`src/sv/aarch64_branch_target_marker_macros.svh`:
```
// Assertion macros for the branch target marker RTL.
// Included by the modules that carry assertions; needs clk_i and rst_ni in scope.
`ifndef AARCH64_BRANCH_TARGET_MARKER_MACROS_SVH
`define AARCH64_BRANCH_TARGET_MARKER_MACROS_SVH

`ifndef ASSERT_OFF

// Check a property on every rising edge outside reset.
`define ABTM_ASSERT(lbl, prop, msg) \
  lbl: assert property (@(posedge clk_i) disable iff (!rst_ni) (prop)) else $error(msg);

// Check that a condition never holds outside reset.
`define ABTM_NEVER(lbl, cond, msg) \
  lbl: assert property (@(posedge clk_i) disable iff (!rst_ni) !(cond)) else $error(msg);

`else

`define ABTM_ASSERT(lbl, prop, msg)
`define ABTM_NEVER(lbl, cond, msg)

`endif

`endif

```
`src/sv/abtm_pkg.sv`:
```
// Shared types and constants of the branch target marker.
// No dependencies; used by every module of the block.
`default_nettype none

package abtm_pkg;

  localparam int MAX_WORDS = 16384;
  localparam int MAP_AW    = $clog2(MAX_WORDS);
  localparam int IDX_W     = 14;
  localparam int SECT_W    = 15;
  localparam int OFF_W     = 26;
  localparam int TGT_W     = OFF_W + 1;
  localparam int OUT_DEPTH = 4;
  localparam int OUT_AW    = $clog2(OUT_DEPTH);
  localparam int CMD_DEPTH = 2;

  localparam logic [SECT_W-1:0] MAX_LIMIT = SECT_W'(MAX_WORDS);

  // Opcode matching
  localparam logic [5:0]  OP_B      = 6'h05;
  localparam logic [5:0]  OP_BL     = 6'h25;
  localparam logic [31:0] BCOND_MSK = 32'hFF000000;
  localparam logic [31:0] BCOND_VAL = 32'h54000000;
  localparam logic [31:0] CBTB_MSK  = 32'h7E000000;
  localparam logic [31:0] CB_VAL    = 32'h34000000;
  localparam logic [31:0] TB_VAL    = 32'h36000000;

  typedef enum logic [2:0] {
    KIND_NONE  = 3'd0,
    KIND_B     = 3'd1,
    KIND_BCOND = 3'd2,
    KIND_CB    = 3'd3,
    KIND_TB    = 3'd4
  } branch_kind_e;

  typedef enum logic {
    REQ_SCAN  = 1'b0,
    REQ_QUERY = 1'b1
  } req_type_e;

  // Decoded command handed from front to back
  typedef struct packed {
    logic                    is_query;
    logic                    query_ok;
    branch_kind_e            kind;
    logic signed [OFF_W-1:0] offset;
    logic                    in_range;
    logic [MAP_AW-1:0]       addr;
  } cmd_t;

  typedef struct packed {
    branch_kind_e            kind;
    logic signed [OFF_W-1:0] offset;
    logic                    in_range;
    logic                    marked;
  } result_t;

  typedef struct packed {
    logic clearing;
  } back_status_t;

endpackage

`default_nettype wire

```
`src/sv/abtm_cmd_queue.sv`:
```
// Two-entry command queue between decode front and bitmap back end.
// Depends on abtm_pkg.
`default_nettype none

module abtm_cmd_queue (
  input  wire logic      clk_i,
  input  wire logic      rst_ni,
  input  wire logic      push_i,
  input  abtm_pkg::cmd_t data_i,
  output logic           full_o,
  input  wire logic      pop_i,
  output logic           valid_o,
  output abtm_pkg::cmd_t data_o
);

  abtm_pkg::cmd_t slot_q [abtm_pkg::CMD_DEPTH];
  logic           wptr_q, wptr_d;
  logic           rptr_q, rptr_d;
  logic [1:0]     cnt_q, cnt_d;

  assign full_o  = (cnt_q == 2'(abtm_pkg::CMD_DEPTH));
  assign valid_o = (cnt_q != 2'd0);
  assign data_o  = slot_q[rptr_q];

  always_comb begin
    wptr_d = wptr_q;
    rptr_d = rptr_q;
    cnt_d  = cnt_q;
    if (push_i) begin
      wptr_d = ~wptr_q;
    end
    if (pop_i) begin
      rptr_d = ~rptr_q;
    end
    case ({push_i, pop_i})
      2'b10:   cnt_d = cnt_q + 2'd1;
      2'b01:   cnt_d = cnt_q - 2'd1;
      default: cnt_d = cnt_q;
    endcase
  end

  always_ff @(posedge clk_i or negedge rst_ni) begin
    if (!rst_ni) begin
      wptr_q <= 1'b0;
      rptr_q <= 1'b0;
      cnt_q  <= '0;
    end else begin
      wptr_q <= wptr_d;
      rptr_q <= rptr_d;
      cnt_q  <= cnt_d;
    end
  end

  always_ff @(posedge clk_i) begin
    if (push_i) begin
      slot_q[wptr_q] <= data_i;
    end
  end

endmodule

`default_nettype wire

```
`config.mk`:
```
export PLATFORM = sky130hd
export DESIGN_NAME = abtm_cmd_queue
export DESIGN_NICKNAME = d
export VERILOG_FILES = /design/src/sv/aarch64_branch_target_marker_macros.svh /design/src/sv/abtm_pkg.sv /design/src/sv/abtm_cmd_queue.sv
export SDC_FILE = /design/constraint.sdc
export NUM_CORES = 1
export LEC_CHECK = 0
export BUFFER_PORTS_ARGS = -buffer_cell sky130_fd_sc_hd__buf_2
export CELL_PAD_IN_SITES_DETAIL_PLACEMENT = 0
export CELL_PAD_IN_SITES_GLOBAL_PLACEMENT = 2
export CORE_MARGIN = 2
export CORE_UTILIZATION = 40
export CTS_BUF_LIST = sky130_fd_sc_hd__clkbuf_8
export DETAILED_ROUTE_END_ITERATION = 6
export PLACE_DENSITY_LB_ADDON = 0.1
export RECOVER_POWER = 50
export SLEW_MARGIN = 20
export SYNTH_ARGS = -nofsm -noshare
export SYNTH_HDL_FRONTEND = slang
export SYNTH_SLANG_ARGS = --single-unit
```
`constraint.sdc`:
```
create_clock -name clk_i -period 4.4 [get_ports clk_i]
set_input_delay 0.22 -clock clk_i [delete_from_list [all_inputs] [get_ports clk_i]]
set_output_delay 0.22 -clock clk_i [all_outputs]
set_load 0.01 [all_outputs]
```
==> metrics.txt <==
GRT Resource Usage Total=0.1204; Critical Path AT=roughly 2.8 ns; Yosys top cell by area=edfxtp_1; P_leak=about 0.0017 uW; Clock Skews=about 0.0090 ns; Post-synth EDFFs=92; Synth warnings=0; top-area cell type share of the netlist area=0.7611; Worst Setup End Kind=primary output; worst hold path class=in -> reg; Synth top cells by count=edfxtp_1 (92), mux2_4 (30), mux2_2 (16), buf_6 (4), dfrtp_1 (4); dpl cell area=4233 um^2; final hold vios=0; prevailing post-synth register cell=edfxtp_1; failing checks=max-capacitance violations, max-slew violations; dominant cells by area after synthesis=edfxtp_1 (76%), mux2_4 (12%), mux2_2 (5.0%); Netlist cell types=14; sequential area share after synthesis=0.7887; MaxCap Viol Count=2; GRT overflow=0; core area=8763 um^2; wire per inst=15.24 um; final setup vio count=0; total clock buffers created by CTS=9; Vias/cell=4.636; Synth Instances=159; I/O pins=98; Initial Util=0.4142; Antenna Cells=0; nets=317; Max VDD drop=between 0.2 and 0.3 mV; CTS tree=yes; count leader, synth=edfxtp_1; number of synthesized register bits=96; CTS clk-pin slew, worst paths=0.09 ns; post-place setup slack=2.238 ns; layout cell share with drive strength beyond 1=0.5055; Slew HR=-0.03986; DRC violations left=0; Tightest Pin Transition=1.560 ns; vias in the first global route=between 1,500 and 2,000; detailed-route via count=1,757; pwr/cell area=620.6 nW/um^2; die height=roughly 99 um; Rows=34; final worst path period share=0.6806; RSZ-0062 raised after global routing=false; clock period minus worst slack=2.995 ns; final instance area=approximately 4400 um^2; Pre-antenna DRT Iters=4; Port-buffer cells=97; status=finished, violations left; Placer Congestion=~0.64; CP startpoint kind=flop; Cells after DPL=about 360; first-pass GRT wire length=8949 um; Layout Cells excl Fill=379; syn_nets=210; Layout Area Growth over Synthesis=21.79%; Root Driver=clkbuf_8; post-layout util=0.5044; Slew Viols, Final=50; largest net degree at the start of global routing=31; Worst Path Required=about 4.2 ns; syn_area_per_cell=22.83 um^2; post_cts resized=0; H-tree levels=3; async set-reset flop share out of synthesis=0.04167; Post-Synthesis Cell Area=3630 um^2; DRT iter0 DRCs=47; ANT nets after route=0; Routed Wire Length=just under 6000 um; Clock Path Buffers=2; Achievable Freq=333.9 MHz; worst setup margin=roughly 1.4 ns; initial antenna violation count=0; CTS Sinks=96; setup TNS=0 ns; Worst-Skew Late Latency=0.35 ns; die width=99.26 um; CP Class=reg -> out; die area=9853 um^2; Max FO, Critical Path=30; DP HPWL=3848 um
==> state kept, by name (all words and copies together), names as in the netlist <==
register / count
cnt_q: 2
rptr_q: 1
wptr_q: 1
slot_q: 92
==> where the power goes <==
| part | leakage [uW] | total (uW) | switching, uW | internal (uW) |
|---|---|---|---|---|
| clock | 0.000116 | 605 | 275 | 330 |
| combinational | 0.000687 | 811 | 370 | 441 |
| sequential | 0.000910 | 1330 | 113 | 1210 |
==> path summary, 6_finish.rpt <==
path / start / endpoint / slack (ns) / cells past startpoint
setup / recovery: rptr_q / data_o[0] / 1.41 / 3
hold / removal: data_i[14] / slot_q[0][14] / 0.06 / 1
setup reg to reg: wptr_q / slot_q[0][15] / 1.93 / 2
hold reg to reg: cnt_q[1] / cnt_q[1] / 0.48 / 1
max in group asynchronous: rst_ni / rptr_q / 3.98 / 2
min in group asynchronous: rst_ni / cnt_q[0] / 0.23 / 2
==> layer usage <==
| layer | global-route usage | share of wire | vias up |
|---|---|---|---|
| met3 | 0.03584 | 0.073 | 9 |
| met2 | 0.1991 | 0.50 | 64 |
| met4 | 0.05690 | 0.015 | 0 |
| met1 | 0.1451 | 0.41 | 852 |
| li1 | - | - | 832 |
| met5 | 0 | 0 | - |
==> critical path, stage by stage, from the launching register on <==
cell and delay, ns:
dfrtp_1 1.40, buf_4 0.52, mux2_2 0.38, buf_2 0.14
==> stage by stage <==
| step | hold slack, ns | total power [uW] |
|---|---|---|
| after detailed placement | 0.03207 | 2181 |
| after floorplan | -0.07559 | 1906 |
| after global placement | 0.03215 | 2179 |
| final | 0.05554 | 2743 |
| after CTS | 0.03554 | 2789 |
| after global routing | 0.03966 | 2888 |
==> cell families after synthesis <==
group / after synthesis / share of synthesized area
xor+xnor: 5 / 0.01207
fa+ha+maj: 1 / 0.003447
buf+inv: 6 / 0.01482
flops: 96 / 0.7887
mux: 46 / 0.1737
simple gates: 5 / 0.007243
==> placed cells by master, fill, tap and decap left out <==
master | Yosys | final
edfxtp_1 | 92 | 92
buf_2 | 1 | 74
mux2_4 | 30 | 30
clkbuf_1 | 0 | 22
mux2_2 | 16 | 16
clkbuf_8 | 0 | 10
inv_1 | 1 | 4
dfrtp_1 | 4 | 4
xor2_1 | 3 | 3
buf_4 | 0 | 3
nor2_1 | 2 | 2
xnor2_1 | 2 | 2
bufinv_16 | 0 | 2
or2_2 | 1 | 1
and2_0 | 0 | 1
nor2b_1 | 1 | 1
ha_1 | 1 | 1
clkinvlp_4 | 0 | 1
dlygate4sd3_1 | 0 | 1
buf_1 | 0 | 1
==> cell type report <==
class,count,area (um^2)
well taps,108,135.1
clock inverters,6,78.83
repair buffers,101,489.2
clock buffers,10,137.6
flip-flops and latches,96,2863
fillers,761,4343
inverters,1,3.754
multi-input cells,57,713.2
==> what timing repair did <==
item	in CTS	in global routing
endpoints found under the hold margin	4	0
setup buffers	0	0
hold buffers	1	0
Note: power is estimated with default switching activity, not from simulation.
