### src/sv/aarch64_branch_target_marker_macros.svh
// Assertion macros for the branch target marker RTL.
// Included by the modules that carry assertions; needs clk_i and rst_ni in scope.
`ifndef AARCH64_BRANCH_TARGET_MARKER_MACROS_SVH
`define AARCH64_BRANCH_TARGET_MARKER_MACROS_SVH

`ifndef ASSERT_OFF

// Check a property on every rising edge outside reset.
`define ABTM_ASSERT(lbl, prop, msg) \
  lbl: assert property (@(posedge clk_i) disable iff (!rst_ni) (prop)) else $error(msg);

// Check that a condition never holds outside reset.
`define ABTM_NEVER(lbl, cond, msg) \
  lbl: assert property (@(posedge clk_i) disable iff (!rst_ni) !(cond)) else $error(msg);

`else

`define ABTM_ASSERT(lbl, prop, msg)
`define ABTM_NEVER(lbl, cond, msg)

`endif

`endif

### src/sv/abtm_pkg.sv
// Shared types and constants of the branch target marker.
// No dependencies; used by every module of the block.
`default_nettype none

package abtm_pkg;

  localparam int MAX_WORDS = 16384;
  localparam int MAP_AW    = $clog2(MAX_WORDS);
  localparam int IDX_W     = 14;
  localparam int SECT_W    = 15;
  localparam int OFF_W     = 26;
  localparam int TGT_W     = OFF_W + 1;
  localparam int OUT_DEPTH = 4;
  localparam int OUT_AW    = $clog2(OUT_DEPTH);
  localparam int CMD_DEPTH = 2;

  localparam logic [SECT_W-1:0] MAX_LIMIT = SECT_W'(MAX_WORDS);

  // Opcode matching
  localparam logic [5:0]  OP_B      = 6'h05;
  localparam logic [5:0]  OP_BL     = 6'h25;
  localparam logic [31:0] BCOND_MSK = 32'hFF000000;
  localparam logic [31:0] BCOND_VAL = 32'h54000000;
  localparam logic [31:0] CBTB_MSK  = 32'h7E000000;
  localparam logic [31:0] CB_VAL    = 32'h34000000;
  localparam logic [31:0] TB_VAL    = 32'h36000000;

  typedef enum logic [2:0] {
    KIND_NONE  = 3'd0,
    KIND_B     = 3'd1,
    KIND_BCOND = 3'd2,
    KIND_CB    = 3'd3,
    KIND_TB    = 3'd4
  } branch_kind_e;

  typedef enum logic {
    REQ_SCAN  = 1'b0,
    REQ_QUERY = 1'b1
  } req_type_e;

  // Decoded command handed from front to back
  typedef struct packed {
    logic                    is_query;
    logic                    query_ok;
    branch_kind_e            kind;
    logic signed [OFF_W-1:0] offset;
    logic                    in_range;
    logic [MAP_AW-1:0]       addr;
  } cmd_t;

  typedef struct packed {
    branch_kind_e            kind;
    logic signed [OFF_W-1:0] offset;
    logic                    in_range;
    logic                    marked;
  } result_t;

  typedef struct packed {
    logic clearing;
  } back_status_t;

endpackage

`default_nettype wire

### src/sv/abtm_front.sv
// Front end: section length register, instruction decode and target range check.
// Depends on abtm_pkg.
`default_nettype none

module abtm_front (
  input  wire logic                                clk_i,
  input  wire logic                                rst_ni,
  input  wire logic                                cfg_we_i,
  input  wire logic [abtm_pkg::SECT_W-1:0]         cfg_wdata_i,
  input  wire logic                                req_type_i,
  input  wire logic [abtm_pkg::IDX_W-1:0]          word_index_i,
  input  wire logic [31:0]                         instr_word_i,
  output abtm_pkg::cmd_t                           cmd_o
);

  logic [abtm_pkg::SECT_W-1:0]               section_q, section_d;
  logic [abtm_pkg::SECT_W-1:0]               limit;
  abtm_pkg::branch_kind_e                    kind;
  logic signed [abtm_pkg::OFF_W-1:0]         offset;
  logic [abtm_pkg::TGT_W-1:0]                target;
  logic                                      is_query;

  always_comb begin
    section_d = section_q;
    if (cfg_we_i) begin
      section_d = cfg_wdata_i;
    end
  end

  always_ff @(posedge clk_i or negedge rst_ni) begin
    if (!rst_ni) begin
      section_q <= '0;
    end else begin
      section_q <= section_d;
    end
  end

  assign limit    = (section_q > abtm_pkg::MAX_LIMIT) ? abtm_pkg::MAX_LIMIT : section_q;
  assign is_query = (req_type_i == abtm_pkg::REQ_QUERY);

  // First match wins, in the order below
  always_comb begin
    kind   = abtm_pkg::KIND_NONE;
    offset = '0;
    if (!is_query) begin
      if (instr_word_i[31:26] == abtm_pkg::OP_B || instr_word_i[31:26] == abtm_pkg::OP_BL) begin
        kind   = abtm_pkg::KIND_B;
        offset = instr_word_i[25:0];
      end else if ((instr_word_i & abtm_pkg::BCOND_MSK) == abtm_pkg::BCOND_VAL) begin
        kind   = abtm_pkg::KIND_BCOND;
        offset = {{7{instr_word_i[23]}}, instr_word_i[23:5]};
      end else if ((instr_word_i & abtm_pkg::CBTB_MSK) == abtm_pkg::CB_VAL) begin
        kind   = abtm_pkg::KIND_CB;
        offset = {{7{instr_word_i[23]}}, instr_word_i[23:5]};
      end else if ((instr_word_i & abtm_pkg::CBTB_MSK) == abtm_pkg::TB_VAL) begin
        kind   = abtm_pkg::KIND_TB;
        offset = {{12{instr_word_i[18]}}, instr_word_i[18:5]};
      end
    end
  end

  // Target word index, one bit wider than the offset to keep the sign
  assign target = {{(abtm_pkg::TGT_W-abtm_pkg::IDX_W){1'b0}}, word_index_i}
                + {offset[abtm_pkg::OFF_W-1], offset};

  always_comb begin
    cmd_o          = '0;
    cmd_o.is_query = is_query;
    cmd_o.query_ok = ({1'b0, word_index_i} < abtm_pkg::MAX_LIMIT);
    cmd_o.kind     = kind;
    cmd_o.offset   = offset;
    cmd_o.in_range = (kind != abtm_pkg::KIND_NONE) && !target[abtm_pkg::TGT_W-1]
                   && (target[abtm_pkg::OFF_W-1:0]
                       < {{(abtm_pkg::OFF_W-abtm_pkg::SECT_W){1'b0}}, limit});
    cmd_o.addr     = is_query ? word_index_i[abtm_pkg::MAP_AW-1:0]
                              : target[abtm_pkg::MAP_AW-1:0];
  end

endmodule

`default_nettype wire

### config.mk
export PLATFORM = sky130hd
export DESIGN_NAME = abtm_front
export DESIGN_NICKNAME = d
export VERILOG_FILES = /design/src/sv/aarch64_branch_target_marker_macros.svh /design/src/sv/abtm_pkg.sv /design/src/sv/abtm_front.sv
export SDC_FILE = /design/constraint.sdc
export NUM_CORES = 1
export LEC_CHECK = 0
export ABC_AREA = 1
export ABC_CLOCK_PERIOD_IN_PS = 3900
export BUFFER_PORTS_ARGS = -buffer_cell sky130_fd_sc_hd__buf_4
export CELL_PAD_IN_SITES_DETAIL_PLACEMENT = 1
export CELL_PAD_IN_SITES_GLOBAL_PLACEMENT = 2
export CORE_ASPECT_RATIO = 2
export CORE_MARGIN = 8
export CORE_UTILIZATION = 22
export DETAILED_ROUTE_END_ITERATION = 10
export GPL_ROUTABILITY_DRIVEN = 0
export GPL_TIMING_DRIVEN = 0
export PLACE_DENSITY = 0.84
export SLEW_MARGIN = 15
export SYNTH_ARGS = -nofsm -noshare
export SYNTH_HDL_FRONTEND = slang
export SYNTH_SLANG_ARGS = --single-unit
export TNS_END_PERCENT = 30
### constraint.sdc
create_clock -name clk_i -period 3.9 [get_ports clk_i]
set_input_delay 0.39 -clock clk_i [delete_from_list [all_inputs] [get_ports clk_i]]
set_output_delay 0.39 -clock clk_i [all_outputs]
set_load 0.01 [all_outputs]
==> out/qor.yml, run 1 <==
start_kind: "primary input"
dp_hpwl_um: 10100
place_worst_setup_slack_ns: -0.892
initial_utilization_pct: 22.2
layout-drive-gt1-share_pct: 36.5
cp_max_fo: 6
rsz0062_at_grt: "yes"
cts.clk_slew.worst_paths_ns: 0.05
grt_max_degree: 16
grt.overflow.total: 0
synth.cell_area_sq_um: 2860
outcome: "complete, but fails checks"
failed_checks: "negative setup slack"
antenna_found_initial: 0
post_drt_wl_per_cell_um: 15.5
synth.yosys.warnings: 0
dp.cells: 754
area_growth_syn_to_layout_pct: 55.3
drc: 0
finalSetupViolations: 1
largest_register_ffs: 15
synth_area_leaders: "nand2_1 21%, dfrtp_1 13%, ha_1 12%, nor2_1 7.0%, inv_1 6.7%"
final_util_pct: 34.5
setup.worst_path.class: "in -> out"
synth_edf_count: 0
nNetsFinal: 720
cts_buffers: 3
worstMarginPinSlew_ns: 0.570
top_regs: "section_q: 15 flops"
finalHoldViolations: 0
core_area_sq_um: 12800
finalNonFillerCells: 777
antenna_left: 0
grt_pass1_wl_um: 18900
syn_nets: 589
fin_crit_ns: 4.31
fmax_mhz: 232
die_w_um: 96.6
min_path_type: "in -> reg"
drt_iter0_drc: 108
ys_types: 38
yosysMostFrequentCell: "nand2_1"
io-pin-count: 111
grtUsageTotal_pct: 13.8
postSynthCellCount: 495
drtPass1Iterations: 4
timing.final.ws_setup_ns: -0.406
ys_seq_area_share_pct: 13.1
period_share_pct: 110
dieArea_sq_um: 17100
finalClockSkew_ns: 0
worst_ep_arrival_time_ns: 3.92
ys_ff_latch: 15
via_per_inst: 4.65
asyncSetResetFlopFracSynth_pct: 100
slowest_delay_ns: 0.38
worstPathRequired_ns: 3.51
clock_sinks: 15
yosys.area.top_type_share_pct: 20.8
maxCapViolations: 0
endpoint_kind: "output port"
total_power_mw: 0.736
cts-root-buf: "clkbuf_16"
relSlewSlack_pct: 62.0
synth-main-ff-cell: "dfrtp_1"
synth_common_cells: "158 x nand2_1, 53 x nor2_1, 51 x inv_1, 37 x a21oi_1, 30 x o21ai_0"
port-buffer-count: 107
synth_largest_area_cell: "nand2_1"
vias: 3614
powerDensity_nw_per_um2: 166
top_register: "section_q"
clk_path_buf_depth: 2
grt_pass1_vias: 3882
drt-total-wl_um: 12100
fp-row-count: 59
cts_max_level: 1
avgSynthCellArea_sq_um: 5.77
cts_tree: "yes"
finalMaxSlewViolations: 0
cp_slowest_cell: "ha_1"
dieHeight_um: 177
n_antenna_cell: 0
clk-insertion-delay-late_ns: 0.24
ir_drop_v: 0.000180
p_leak_nw: 2.30
-- critical path: cells and delay by family --
kind	cells	cell delay (ns)
AOI/OAI and AO/OA	7	1.04
xor gates and xnor gates	1	0.19
adders and majority gates	2	0.70
buffers and inverters	6	0.62
and+or+nand+nor	10	0.99
-- kinds of logic (layout without fill, tap and decap cells) --
| kind of cell | Yosys count | in the layout | share of synthesized area (%) |
|---|---|---|---|
| and+or+nand+nor | 283 | 283 | 44.0 |
| DFF | 15 | 15 | 13.1 |
| muxes | 4 | 4 | 1.58 |
| buffers and inverters | 75 | 205 | 10.4 |
| xor gates and xnor gates | 13 | 13 | 3.99 |
| other | 1 | 1 | 0.131 |
| adders and majority gates | 29 | 29 | 13.0 |
| AOI/OAI and AO/OA | 75 | 75 | 13.8 |
-- metrics by stage --
stage	hold WS, ns	area (sq um)	setup TNS (ns)
after detailed placement	0.259	3970	-0.892
after global routing	0.373	4430	-0.711
after CTS	0.352	4320	-0.441
final	0.350	4430	-0.406
after floorplan	0.0944	2970	-0.0663
after global placement	0.255	3970	-0.918
-- layer usage --
| metal | vias to the layer above | track usage (%) | part of all wire [%] |
|---|---|---|---|
| li1 | 1852 | - | - |
| met1 | 1673 | 18.1 | 44 |
| met2 | 87 | 23.0 | 48 |
| met3 | 2 | 2.76 | 7.1 |
| met4 | 0 | 1.53 | 0.39 |
| met5 | - | 0 | 0 |
-- layout make-up --
| class | instances | area (sq um) |
|---|---|---|
| buffer | 15 | 130 |
| clock buffer | 4 | 78.8 |
| fill | 1703 | 8410 |
| inverter | 59 | 233 |
| multi-input combinational | 405 | 2460 |
| sequential | 15 | 375 |
| tap | 152 | 190 |
| timing repair buffer | 127 | 963 |
-- path summary, 6_finish.rpt --
kind | start | end | slack (ns) | cells past startpoint
worst max-delay path | instr_word_i[29] | cmd_o[14] | -0.41 | 26
worst min-delay path | cfg_wdata_i[7] | section_q[7] | 0.35 | 3
worst max register to register | section_q[5] | section_q[5] | 3.13 | 1
worst min register to register | section_q[4] | section_q[4] | 0.54 | 1
max in group asynchronous | rst_ni | section_q[3] | 3.17 | 2
min in group asynchronous | rst_ni | section_q[11] | 0.55 | 2
-- report_power, final --
part	internal (mW)	leakage (nW)	switching, mW
Clock	0.138	0.0382	0.0603
Sequential	0.171	0.180	0.00904
Combinational	0.162	2.08	0.196
-- cell usage in the layout, fill, tap and decap left out, drive strengths merged --
cell | Yosys | layout
nand2 | 175 | 175
nand4 | 10 | 10
buf | 4 | 129
clkinvlp | 0 | 1
nand3 | 23 | 23
o21a | 1 | 1
fa | 1 | 1
dlygate4sd3 | 0 | 1
mux2 | 4 | 4
and3 | 1 | 1
nand3b | 1 | 1
dfrtp | 15 | 15
nor3 | 7 | 7
xor2 | 6 | 6
o21bai | 1 | 1
nor4 | 1 | 1
a31oi | 1 | 1
o21ai | 31 | 31
a21oi | 38 | 38
or2 | 1 | 1
inv | 58 | 58
xnor2 | 7 | 7
ha | 28 | 28
conb | 1 | 1
clkbuf | 12 | 16
a21o | 1 | 1
o31ai | 1 | 1
nor2 | 64 | 64
o211ai | 1 | 1
-- timing repair --
| action | 4_1_cts | 5_1_grt |
|---|---|---|
| pin swaps | 29 | 22 |
| setup buffers | 15 | 3 |
| hold buffers | 1 | 0 |
| resized for setup | 34 | 20 |
| setup endpoints to repair | 1 | 1 |
| endpoints found under the hold margin | 5 | 0 |
| cloned | 1 | 0 |
No activity file was read; power rests on OpenSTA's default activity.
==> run 2, diff against run 1 <==
--- a/config.mk
+++ b/config.mk
@@ -11,12 +11,12 @@
 export CELL_PAD_IN_SITES_DETAIL_PLACEMENT = 1
 export CELL_PAD_IN_SITES_GLOBAL_PLACEMENT = 2
 export CORE_ASPECT_RATIO = 2
-export CORE_MARGIN = 8
+export CORE_MARGIN = 10
 export CORE_UTILIZATION = 22
 export DETAILED_ROUTE_END_ITERATION = 10
 export GPL_ROUTABILITY_DRIVEN = 0
 export GPL_TIMING_DRIVEN = 0
-export PLACE_DENSITY = 0.84
+export PLACE_DENSITY_LB_ADDON = 0.1
 export SLEW_MARGIN = 15
 export SYNTH_ARGS = -nofsm -noshare
 export SYNTH_HDL_FRONTEND = slang
==> run 2 against run 1 <==
  * The flow still finishes with violations (negative setup slack)
  * Non-clock buffer count increased by 14
  * Clock power hardly changed
  * Sequential power barely moved
  * Utilization up 2.5 points
  * Wire length rose by 15%
  * Global-route usage rose by 1.2 points
  * Final area increased by 5.4%
  * Setup slack got worse by 0.020 ns
  * Critical endpoint unchanged
  * Largest power group unchanged
==> out/qor.yml, run 2 (synthesized netlist as in run 1, its figures left out) <==
grt_pass1_vias: 4227  # was 3882
grt_max_degree: 16  # unchanged
start_kind: "primary input"  # unchanged
setup.worst_path.class: "in -> out"  # unchanged
powerDensity_nw_per_um2: 164  # was 166 nW/um^2
rsz0062_at_grt: "yes"  # unchanged
area_growth_syn_to_layout_pct: 63.7  # was 55.3%
finalMaxSlewViolations: 0  # unchanged
worstPathRequired_ns: 3.51  # about the same
via_per_inst: 4.67  # was 4.65
worst_ep_arrival_time_ns: 3.94  # was 3.92 ns
hold_depth: 3  # unchanged
drt_iter0_drc: 53  # was 108
multi_input_area_sq_um: 2580  # was 2460 sq um
timing.final.ws_setup_ns: -0.426  # was -0.406 ns
grt.overflow.total: 0  # unchanged
layout_common_cells: "148 x nand2_1, 138 x buf_4, 47 x inv_1, 46 x nor2_1"  # was 153 x nand2_1, 125 x buf_4, 47 x inv_1, 47 x nor2_1, 26 x o21ai_0
filler_cell_count: 1633  # was 1703
layout-drive-gt1-share_pct: 41.2  # was 36.5%
grt_pass1_wl_um: 21600  # was 18900 um
n_antenna_cell: 0  # unchanged
dp.cells: 752  # was 754
slowest_delay_ns: 0.39  # was 0.38 ns
cts_buffers: 3  # unchanged
cts.clk_slew.worst_paths_ns: 0.05  # about the same
period_share_pct: 111  # was 110%
fin_crit_ns: 4.33  # was 4.31 ns
outcome: "complete, but fails checks"  # unchanged
final_common_cell: "nand2_1"  # unchanged
p_leak_nw: 2.40  # was 2.30 nW
ir_drop_v: 0.000295  # was 0.000180 V
worstMarginPinSlew_ns: 0.625  # was 0.570 ns
maxCapViolations: 0  # unchanged
whs_ns: 0.347  # was 0.350 ns
clock_sinks: 15  # unchanged
cts-root-buf: "clkbuf_16"  # unchanged
largest_register_ffs: 15  # unchanged
fp-row-count: 58  # was 59
initial_utilization_pct: 22.6  # was 22.2%
io-pin-count: 111  # unchanged
min_path_type: "in -> reg"  # unchanged
dieArea_sq_um: 18200  # was 17100 sq um
drc: 0  # unchanged
failed_checks: "negative setup slack"  # unchanged
dp_hpwl_um: 12200  # was 10100 um
finalHoldViolations: 0  # unchanged
antenna_found_initial: 0  # unchanged
timing.rr.end: "section_q[4]"  # was section_q[5]
clk_path_buf_depth: 2  # unchanged
seq_area_sq_um: 375  # unchanged
dieHeight_um: 181  # was 177 um
nNetsFinal: 734  # was 720
ff2ff_setup_slack_ns: 3.13  # about the same
cts_max_level: 1  # unchanged
die_w_um: 101  # was 96.6 um
tns_ns: -0.451  # was -0.406 ns
worstReg2RegStart: "section_q[4]"  # was section_q[5]
finalNonFillerCells: 789  # was 777
core_area_sq_um: 12600  # was 12800 sq um
clk-insertion-delay-late_ns: 0.25  # was 0.24 ns
endpoint_kind: "output port"  # unchanged
fmax_mhz: 231  # was 232 MHz
cp_max_fo: 6  # unchanged
post_drt_wl_per_cell_um: 17.5  # was 15.5 um
port-buffer-count: 107  # unchanged
cts_tree: "yes"  # unchanged
grtUsageTotal_pct: 15.0  # was 13.8%
total_power_mw: 0.768  # was 0.736 mW
cp_slowest_cell: "fa_2"  # was ha_1
final_util_pct: 37.0  # was 34.5%
hp-start: "cfg_wdata_i[10]"  # was cfg_wdata_i[7]
top_regs: "section_q: 15 flops"  # unchanged
antenna_left: 0  # unchanged
crit_path_start: "instr_word_i[25]"  # was instr_word_i[29]
vias: 3687  # was 3614
drtPass1Iterations: 4  # unchanged
relSlewSlack_pct: 58.3  # was 62.0%
top_register: "section_q"  # unchanged
hold_end: "section_q[10]"  # was section_q[7]
finalClockSkew_ns: 0  # unchanged
drt-total-wl_um: 13800  # was 12100 um
ff2ff_path_depth: 1  # unchanged
finalSetupViolations: 2  # was 1
==> run 2: cell types whose count changed in the layout (fill, tap and decap cells not counted), sizes merged <==
cell	change
buf	+14
==> run 2: what timing repair did <==
| action | 4_1_cts | 5_1_grt |
|---|---|---|
| cloned | 1 | 0 |
| pin swaps | 40 | 32 |
| setup buffers | 24 | 8 |
| hold buffers | 1 | 0 |
| resized for setup | 58 | 29 |
| hold endpoints to repair | 15 | 0 |
| setup endpoints to repair | 2 | 3 |
==> run 2: critical path: cells and delay by family <==
kind / cells / cell delay [ns]
XOR/XNOR: 1 / 0.16
AO/OA/AOI/OAI: 7 / 0.88
AND/OR/NAND/NOR: 11 / 1.00
adder cells (fa/ha/maj): 3 / 0.88
buffers and inverters: 6 / 0.62
==> run 2: where the power goes <==
group / switching (mW) / internal (mW)
Sequential: 0.00788 / 0.171
Clock: 0.0617 / 0.138
Combinational: 0.211 / 0.179
==> run 2: final cells by class <==
class / count / area share [%]
buffer: 15 / 3.03
clock buffer: 4 / 1.69
inverter: 59 / 5.03
multi-input combinational: 405 / 55.2
sequential: 15 / 8.03
tap: 150 / 4.02
timing repair buffer: 141 / 23.0
==> run 2: how the worst max path moves through the flow <==
stage                      to  slack, ns  cells past startpoint
floorplan           cmd_o[14]      -0.07                     27
global placement    cmd_o[14]      -1.02                     21
detailed placement  cmd_o[14]      -1.05                     21
CTS                 cmd_o[14]      -0.47                     30
global route        cmd_o[14]      -0.65                     30
finish              cmd_o[14]      -0.43                     28
==> run 2: routing by layer <==
layer	vias to the layer above	wire length, um	share of wire, %	global-route usage, %
met2	72	8950	65	33.6
met4	0	330	2.4	4.83
li1	1870	-	-	-
met1	1730	4140	30	12.0
met3	15	407	2.9	1.53
met5	-	0	0	0
==> run 2: through the flow <==
step           instance area [sq um]  setup slack (ns)
4_1_cts                         4500            -0.468
2_1_floorplan                   2970           -0.0663
5_1_grt                         4670            -0.650
3_3_place_gp                    3960             -1.02
6_report                        4670            -0.426
3_5_place_dp                    3960             -1.05
==> run 3, diff against run 2 <==
==> constraint.sdc (replaced) <==
create_clock -name clk_i -period 3.9 [get_ports clk_i]
set_input_delay 0.585 -clock clk_i [delete_from_list [all_inputs] [get_ports clk_i]]
set_output_delay 0.585 -clock clk_i [all_outputs]
set_load 0.01 [all_outputs]
==> run 3 against run 2 <==
  * The flow still finishes with violations (negative setup slack)
  * Combinational power is essentially flat
  * Largest cell class unchanged
  * First-iteration DRC count grew 3.8%
  * Via count shrank 0.27%
  * Sequential share of layout area is essentially flat
  * Total power is essentially flat
  * Global-route usage is essentially flat
  * Final area is essentially flat
  * Critical endpoint unchanged
  * Non-clock buffer count shrank 3
  * Register-to-register slack is essentially flat
  * Maximum frequency shrank 8.0%
  * Sequential power is essentially flat
==> out/qor.yml, run 3 (synthesized netlist as in run 1, its figures left out) <==
drt_iter0_drc: 55  # was 53
worstPathRequired_ns: 3.31  # was 3.51 ns
outcome: "complete, but fails checks"  # unchanged
top_regs: "section_q: 15 flops"  # unchanged
final_common_cell: "nand2_1"  # unchanged
failed_checks: "negative setup slack"  # unchanged
grt_pass1_wl_um: 21600  # about the same
period_share_pct: 121  # was 111%
antenna_left: 0  # unchanged
finalHoldViolations: 0  # unchanged
timing.final.ws_setup_ns: -0.800  # was -0.426 ns
finalMaxSlewViolations: 0  # unchanged
io-pin-count: 111  # unchanged
top_register: "section_q"  # unchanged
layout-drive-gt1-share_pct: 41.5  # was 41.2%
grt.overflow.total: 0  # unchanged
p_sw_mw: 0.282  # was 0.281 mW
p_sw_share_pct: 36.7  # was 36.6%
fp-row-count: 58  # unchanged
rsz0062_at_grt: "yes"  # unchanged
clk_path_buf_depth: 2  # unchanged
cp_slowest_cell: "ha_1"  # was fa_2
vias: 3677  # was 3687
ff2ff_path_depth: 1  # unchanged
cts-root-buf: "clkbuf_16"  # unchanged
setup.worst_path.class: "in -> out"  # unchanged
crit_path_start: "instr_word_i[25]"  # unchanged
cp_max_fo: 6  # unchanged
post_drt_wl_per_cell_um: 17.6  # was 17.5 um
finalClockSkew_ns: 0  # unchanged
pwr-share-seq_pct: 23.2  # about the same
cts_tree: "yes"  # unchanged
dieHeight_um: 181  # unchanged
intPower_mw: 0.487  # about the same
cts.clk_slew.worst_paths_ns: 0.05  # about the same
core_area_sq_um: 12600  # unchanged
cts_max_level: 1  # unchanged
via_per_inst: 4.68  # was 4.67
largest_register_ffs: 15  # unchanged
worst_ep_arrival_time_ns: 4.12  # was 3.94 ns
final_util_pct: 37.0  # about the same
finalSetupViolations: 3  # was 2
grt_pass1_vias: 4224  # was 4227
total_power_mw: 0.769  # was 0.768 mW
drc: 0  # unchanged
fin_crit_ns: 4.70  # was 4.33 ns
nNetsFinal: 731  # was 734
cts_hold_buffers: 0  # was 1
ir_drop_v: 0.000294  # was 0.000295 V
fmax_mhz: 213  # was 231 MHz
pwr-share-clk_pct: 26.1  # was 26.0%
cp_common_cell: "a21oi_2"
drtPass1Iterations: 4  # unchanged
dp_hpwl_um: 12200  # unchanged
endpoint_kind: "output port"  # unchanged
die_w_um: 101  # unchanged
relSlewSlack_pct: 57.5  # was 58.3%
p_comb_share_pct: 50.7  # about the same
cts_buffers: 3  # unchanged
drt-total-wl_um: 13900  # was 13800 um
powerDensity_nw_per_um2: 165  # was 164 nW/um^2
grt_max_degree: 16  # unchanged
port-buffer-count: 107  # unchanged
clock_sinks: 15  # unchanged
clk-insertion-delay-late_ns: 0.25  # about the same
slowest_delay_ns: 0.30  # was 0.39 ns
grtUsageTotal_pct: 15.0  # about the same
layout_common_cells: "148 x nand2_1, 136 x buf_4, 47 x inv_1, 46 x nor2_1"  # was 148 x nand2_1, 138 x buf_4, 47 x inv_1, 46 x nor2_1
worstMarginPinSlew_ns: 0.638  # was 0.625 ns
n_antenna_cell: 0  # unchanged
dieArea_sq_um: 18200  # unchanged
area_growth_syn_to_layout_pct: 63.6  # was 63.7%
worstReg2RegStart: "section_q[4]"  # unchanged
initial_utilization_pct: 22.6  # unchanged
min_path_type: "in -> async"  # was in -> reg
maxCapViolations: 0  # unchanged
start_kind: "primary input"  # unchanged
p_leak_nw: 2.39  # was 2.40 nW
antenna_found_initial: 0  # unchanged
==> run 3: area by class of cell <==
cell class | instances | area [sq um]
plain buffers | 15 | 141
clock buffers | 4 | 78.8
fillers | 1634 | 7960
inverters | 59 | 235
multi-input cells | 405 | 2600
flip-flops and latches | 15 | 375
well taps | 150 | 188
repair buffers | 138 | 1050
==> run 3: per-layer routing <==
layer,share of wire (%),routed length (um),vias to the layer above,GRT usage (%)
met3,3.0,411,15,1.53
met5,0,0,-,0
met2,65,8960,72,33.6
met4,2.4,330,0,4.83
met1,30,4160,1728,12.0
li1,-,-,1862,-
==> run 3: power by group through the flow <==
stage	clock, mW	combinational [mW]	sequential (mW)
after floorplan	0	0.180	0.179
after global placement	0	0.328	0.181
after detailed placement	0	0.332	0.181
after CTS	0.206	0.378	0.179
after global routing	0.210	0.436	0.181
final	0.200	0.390	0.178
==> run 3: timing repair <==
| action | 4_1_cts | 5_1_grt |
|---|---|---|
| cloned | 1 | 0 |
| gates resized for setup | 62 | 29 |
| endpoints found under the setup margin | 9 | 6 |
| setup buffers | 24 | 6 |
| endpoints found under the hold margin | 0 | 0 |
| pin swaps | 41 | 30 |
==> run 3: stage by stage <==
stage               instance area [sq um]  TNS, ns  hold slack (ns)  std cells  setup slack, ns
CTS                                  4510    -1.46            0.189        780           -0.858
floorplan                            2970   -0.456            0.289        495           -0.456
finish                               4670    -1.55            0.184        786           -0.800
global placement                     3960    -2.81            0.451        752            -1.41
detailed placement                   3960    -2.79            0.453        752            -1.44
global route                         4670    -2.40            0.199        786            -1.04
==> run 3: final timing paths <==
path	to	slack, ns
setup / recovery	cmd_o[14]	-0.80
hold / removal	section_q[10]	0.18
setup reg to reg	section_q[4]	3.13
hold reg to reg	section_q[5]	0.53
max in group asynchronous	section_q[2]	3.54
min in group clk_i	section_q[5]	0.53
==> run 3: worst max-delay path: cells and delay by family <==
family | cells | cell delay [ns]
compound gates | 6 | 0.68
xor+xnor | 1 | 0.17
fa+ha+maj | 2 | 0.53
buf+inv | 6 | 0.65
simple gates | 15 | 1.49
